## config.mk

```make
export PLATFORM = sky130hd
export DESIGN_NAME = ovsw_div_pipe
export DESIGN_NICKNAME = d
export VERILOG_FILES = /design/src/rtl/core/ovsw_div_pipe.sv
export SDC_FILE = /design/constraint.sdc
export NUM_CORES = 2
export LEC_CHECK = 0
export ABC_AREA = 1
export CAP_MARGIN = 25
export CORE_ASPECT_RATIO = 0.7
export CORE_MARGIN = 5
export CORE_UTILIZATION = 45
export CTS_CLUSTER_DIAMETER = 50
export DETAILED_ROUTE_END_ITERATION = 10
export DONT_BUFFER_PORTS = 1
export RECOVER_POWER = 100
export SLEW_MARGIN = 0
export SYNTH_ARGS = -nofsm -noshare
export SYNTH_HDL_FRONTEND = slang
export SYNTH_SLANG_ARGS = --single-unit
export TNS_END_PERCENT = 30
```

## constraint.sdc

```tcl
create_clock -name clk_i -period 2.52 [get_ports clk_i]
set_input_delay 0.126 -clock clk_i [delete_from_list [all_inputs] [get_ports clk_i]]
set_output_delay 0.126 -clock clk_i [all_outputs]
set_load 0.01 [all_outputs]
```

## src/rtl/core/ovsw_div_pipe.sv

```systemverilog
// Pipelined restoring divider, one quotient bit per register stage.
// No package dependencies.
module ovsw_div_pipe #(
  parameter int unsigned NumW  = 28,
  parameter int unsigned DenW  = 12,
  parameter int unsigned SideW = 1
) (
  input  logic             clk_i,
  input  logic             rst_ni,
  input  logic             en_i,
  input  logic             valid_i,
  input  logic [NumW-1:0]  num_i,
  input  logic [DenW-1:0]  den_i,
  input  logic [SideW-1:0] side_i,
  output logic             valid_o,
  output logic [NumW-1:0]  quo_o,
  output logic [SideW-1:0] side_o
);

  logic             valid_q [NumW];
  logic [NumW-1:0]  nq_q    [NumW];
  logic [DenW-1:0]  rem_q   [NumW];
  logic [DenW-1:0]  den_q   [NumW];
  logic [SideW-1:0] side_q  [NumW];

  for (genvar k = 0; k < NumW; k++) begin : g_stage
    logic             v_in;
    logic [NumW-1:0]  nq_in;
    logic [DenW-1:0]  rem_in;
    logic [DenW-1:0]  den_in;
    logic [SideW-1:0] side_in;
    logic [DenW:0]    trial;
    logic             ge;

    if (k == 0) begin : g_first
      assign v_in    = valid_i;
      assign nq_in   = num_i;
      assign rem_in  = '0;
      assign den_in  = den_i;
      assign side_in = side_i;
    end else begin : g_next
      assign v_in    = valid_q[k-1];
      assign nq_in   = nq_q[k-1];
      assign rem_in  = rem_q[k-1];
      assign den_in  = den_q[k-1];
      assign side_in = side_q[k-1];
    end

    assign trial = {rem_in, nq_in[NumW-1]};
    assign ge    = trial >= {1'b0, den_in};

    always_ff @(posedge clk_i or negedge rst_ni) begin
      if (!rst_ni) begin
        valid_q[k] <= 1'b0;
      end else if (en_i) begin
        valid_q[k] <= v_in;
      end
    end

    always_ff @(posedge clk_i) begin
      if (en_i) begin
        nq_q[k]   <= {nq_in[NumW-2:0], ge};
        rem_q[k]  <= ge ? DenW'(trial - {1'b0, den_in}) : trial[DenW-1:0];
        den_q[k]  <= den_in;
        side_q[k] <= side_in;
      end
    end
  end

  assign valid_o = valid_q[NumW-1];
  assign quo_o   = nq_q[NumW-1];
  assign side_o  = side_q[NumW-1];

endmodule

```

Word level (Yosys, flattened, before mapping)
Memory sizes are Yosys's and may differ from the RTL's.
Cells that the tools add are included.
- input bits: 45
- bits in writable memories: 1484
- register bits after elaboration: 28
- bits in latches: 0
- logic and storage cells: 118
- memory bits (read-only): 0
- output and inout bits: 30
- memories kept: 4
- memory list (memory ; words ; bits a word ; read ports ; clocked after memory_dff ; wr ports ; RTL line ; text):
    nq_q ; 28 ; 28 ; 28 ; 0 ; 28 ; 21 ; logic [NumW-1:0] nq_q [NumW];
    den_q ; 28 ; 12 ; 27 ; 0 ; 28 ; 23 ; logic [DenW-1:0] den_q [NumW];
    rem_q ; 28 ; 12 ; 27 ; 0 ; 28 ; 22 ; logic [DenW-1:0] rem_q [NumW];
    side_q ; 28 ; 1 ; 28 ; 0 ; 28 ; 24 ; logic [SideW-1:0] side_q [NumW];
- muxes and demuxes: 30
- shifts and indexed selects: 0
- reductions and logical operators: 0
- multipliers: 0
- eq/ne operators: 0
- bitwise logic cells: 0
- order comparisons: 28
- divide/modulo/power cells: 0
- add/sub/neg operators: 28
- operators by type and width (cell ; number):
    $ge A13 B12 Y1 ; 27
    $mux W12 ; 28
    $sub A12 B12 Y12 ; 27
    $ge A1 B12 Y1 ; 1
    $sub A1 B12 Y12 ; 1
    $mux W1 ; 2

Longest topological paths before layout
An unclocked memory read counts as a cell.
- depth after elaboration: 3
- mapped depth: 12
- gate-level depth less buffers: 11

Least setup slack after synthesis
OpenSTA, ideal clock, no wires.
- path type: register -> register
- from: memory rem_q[15][9] (netlist: rem_q[3][45])
- to: memory rem_q[16][6] (netlist: rem_q[4][6]), data pin
- arrival: 1.616 ns
- period minus slack after synthesis: 1.869 ns
- path slack: 0.651 ns
- required time: 2.267 ns
- library setup time: 0.253 ns
- buffers on the path: 1
- cell stages (with the launch flop): 11
- cells stage by stage: edfxtp_1 ha_1 nand2_1 inv_1 nand2_2 inv_1 a21oi_4 nand3_4 buf_12 nand2_1 nand2_1
- RTL lines (element ; RTL line):
    start, declared ; 22

==> out/metrics.yaml <==
floorplanning:
  rows: 121
  die_area_um2: 166000
  start_util: 0.454
  core_um2: 156000
  io_pins: 75
  die_w_um: 484
  die_h_um: 342
clock_tree:
  cts_tree: "built"
  h-tree-depth: 4
  clkLatencyLatePin_ns: 0.79
  cts_sinks: 1488
  clock_path_buffers: 3
  cts_setup_buffers: 0
  clk_pin_slew_ns: 0.06
  cts_root_buffer: "clkbuf_16"
  numCtsBuffers: 159
sta:
  final.setup.tns_ns: 0
  fmax_ghz: 0.426
  period_share: 0.931
  setup_ws_ns: 0.175
  rsz0062_at_grt: "no"
  hold-worst-slack_ns: -0.534
  finalHoldViolations: 129
  worstMarginPinSlew_ns: 2.77
  setup_viol: 0
  drv_slew: 422
  period_needed_ns: 2.35
  finClkSkew_ns: 0.0212
  relSlewSlack: -0.850
placed_design:
  place_area_um2: 73400
  dp_slack_ns: -0.821
  io_buffers: 0
  place_congestion: 0.894
  dp_hpwl_mm: 97.0
outcome:
  status: "finished, violations left"
  violations: "hold timing, capacitance limit, slew limit"
pwr:
  ir_worst_vdd_mv: 0.646
  leakage_nw: 34.6
  power_density_nw_per_um2: 1110
  finalPower_mw: 87.8
global_route:
  grt-ovfl-total: 0
  antenna_found_initial: 1
  grt_max_degree: 251
  grt_usage: 0.165
  first_global_vias: 41207
  grt_pass1_wl_mm: 221
route:
  dr.pass1.iters: 6
  dr.first_iter.drc_count: 3342
  ant_nets: 0
  wl_per_cell_um: 15.4
  wirelength_mm: 138
  drc_errors: 0
  routed_via_density: 4.90
  via_count: 43763
layout:
  n_antenna_cell: 0
  postLayoutCellArea_um2: 79100
  fin_nets: 7113
  final_layout_size_suffix_gt1_frac: 0.0718
  areaGrowthSynthToFinish_pct: 11.7
  final_cell_mix: "nand2_1, edfxtp_1, inv_1"
  layout_commonest_cell: "nand2_1"
worst_setup_path:
  critPathKind: "in2reg"
  required_ns: 2.93
  r2r_start: "rem_q[3][19]$_DFFE_PP_"
  worstPathMaxFanout: 250
  cp-end-kind: "register"
  reg2reg_slack_ns: 0.18
  reg2reg_to: "rem_q[3][26]$_DFFE_PP_"
  arrival_ns: 2.76
  start_kind: "input port"
  ff2ff_path_depth: 10
synth:
  netlist_top_cells_area: "edfxtp_1, nand2_1, inv_1, ha_1, nand3_1"
  yosysSeqAreaShare: 0.629
  ys_types: 36
  synth_fp_nets: 6872
  yosys.area.top_type_share: 0.619
  synth_edf_count: 1460
  synth_top_cell_by_area: "edfxtp_1"
  netlist_area_um2: 70800
  synth_area_per_cell_um2: 10.9
  synth-seq-cells: 1488
  async_flop_share: 0.0188
  synth_ff_type: "edfxtp_1"
  yosysWarnings: 0
  netlist_instances: 6475
worst_hold_path:
  hp-class: "in2reg"
  whs_endpoint: "nq_q[0][5]$_DFFE_PP_"
  holdCritStartpoint: "en_i"
  whs_path_depth: 0
run:
  maxCapViolCount: 3
flip-flops by register name, summed over array words and instances (netlist names):
register and flops:
side_q 28, den_q 324, valid_o 1, g_stage.v_in 27
rem_q 324, nq_q 784
report_power, final:
part           internal [mW]  switching, mW  total (mW)
sequential              32.9           2.46        35.4
clock                   13.1           9.93        23.0
combinational           10.3           19.1        29.4
total                   56.3           31.4        87.8
critical path, stage by stage:
cell and delay, ns:
buf_16 0.59, buf_16 0.67, buf_12 0.54
repair_timing:
item | CTS | global route
gates resized for setup | 0 | 5
hold buffers | 85 | 2
setup endpoints to repair | 0 | 237
hold endpoints to repair | 275 | 131
cell type report:
class,instances,area (um2)
clock buffers,183,4150
clock inverters,110,1050
fillers,13857,76800
inverters,1206,4530
multi-input cells,3714,20800
flip-flops and latches,1488,44500
well taps,2091,2620
repair buffers,147,1400
stage by stage:
stage	cells	util
final	8939	0.507
after global routing	8939	0.507
after CTS	8936	0.509
after detailed placement	8558	0.470
after global placement	8558	0.470
after floorplan	6475	-
kinds of logic after synthesis:
kind of cell | after synthesis | share of synthesized area
buffers and inverters | 1273 | 0.0738
AOI/OAI and AO/OA | 336 | 0.0295
xor gates and xnor gates | 139 | 0.0172
adders and majority gates | 352 | 0.0649
DFF | 1488 | 0.629
and+or+nand+nor | 2887 | 0.186
synthesized netlist by cell type, types with 9 or more instances:
| cell | n |
|---|---|
| o21ai_1 | 46 |
| xor2_1 | 113 |
| nor3_2 | 9 |
| nand4_1 | 238 |
| fa_1 | 26 |
| nor3_1 | 43 |
| nand3_1 | 342 |
| buf_6 | 37 |
| edfxtp_1 | 1460 |
| buf_12 | 9 |
| nor2_2 | 28 |
| nand3b_1 | 48 |
| o21ai_0 | 114 |
| nand3_2 | 87 |
| dfrtp_1 | 28 |
| nor2_4 | 9 |
| nand2_2 | 44 |
| o21ai_2 | 30 |
| buf_2 | 14 |
| inv_1 | 1198 |
| a21oi_4 | 26 |
| nor2_1 | 301 |
| a21oi_1 | 119 |
| nand3_4 | 10 |
| nand2_1 | 1715 |
| xnor2_1 | 26 |
| ha_1 | 326 |
routing by layer:
metal / track usage / vias up / wire (um)
met5: 0 / - / 7
met4: 0.0435 / 2 / 2540
met3: 0.0267 / 195 / 7630
met2: 0.229 / 961 / 55300
met1: 0.265 / 20463 / 72100
li1: - / 22142 / -
how the worst max path moves through the flow:
| stage | depth (start not counted) | start | slack (ns) | endpoint |
|---|---|---|---|---|
| 6_report | 3 | en_i | 0.17 | rem_q[3][8]$_DFFE_PP_ |
| 3_5_place_dp | 3 | en_i | -0.82 | nq_q[11][36]$_DFFE_PP_ |
| 5_1_grt | 10 | den_q[16][9]$_DFFE_PP_ | 0.02 | rem_q[4][14]$_DFFE_PP_ |
| 4_1_cts | 3 | en_i | 0.05 | nq_q[7][27]$_DFFE_PP_ |
| 3_3_place_gp | 3 | en_i | -0.79 | nq_q[12][9]$_DFFE_PP_ |
| 2_1_floorplan | 10 | rem_q[3][45]$_DFFE_PP_ | 0.65 | rem_q[4][6]$_DFFE_PP_ |
Power figures use the tool's default switching activity.
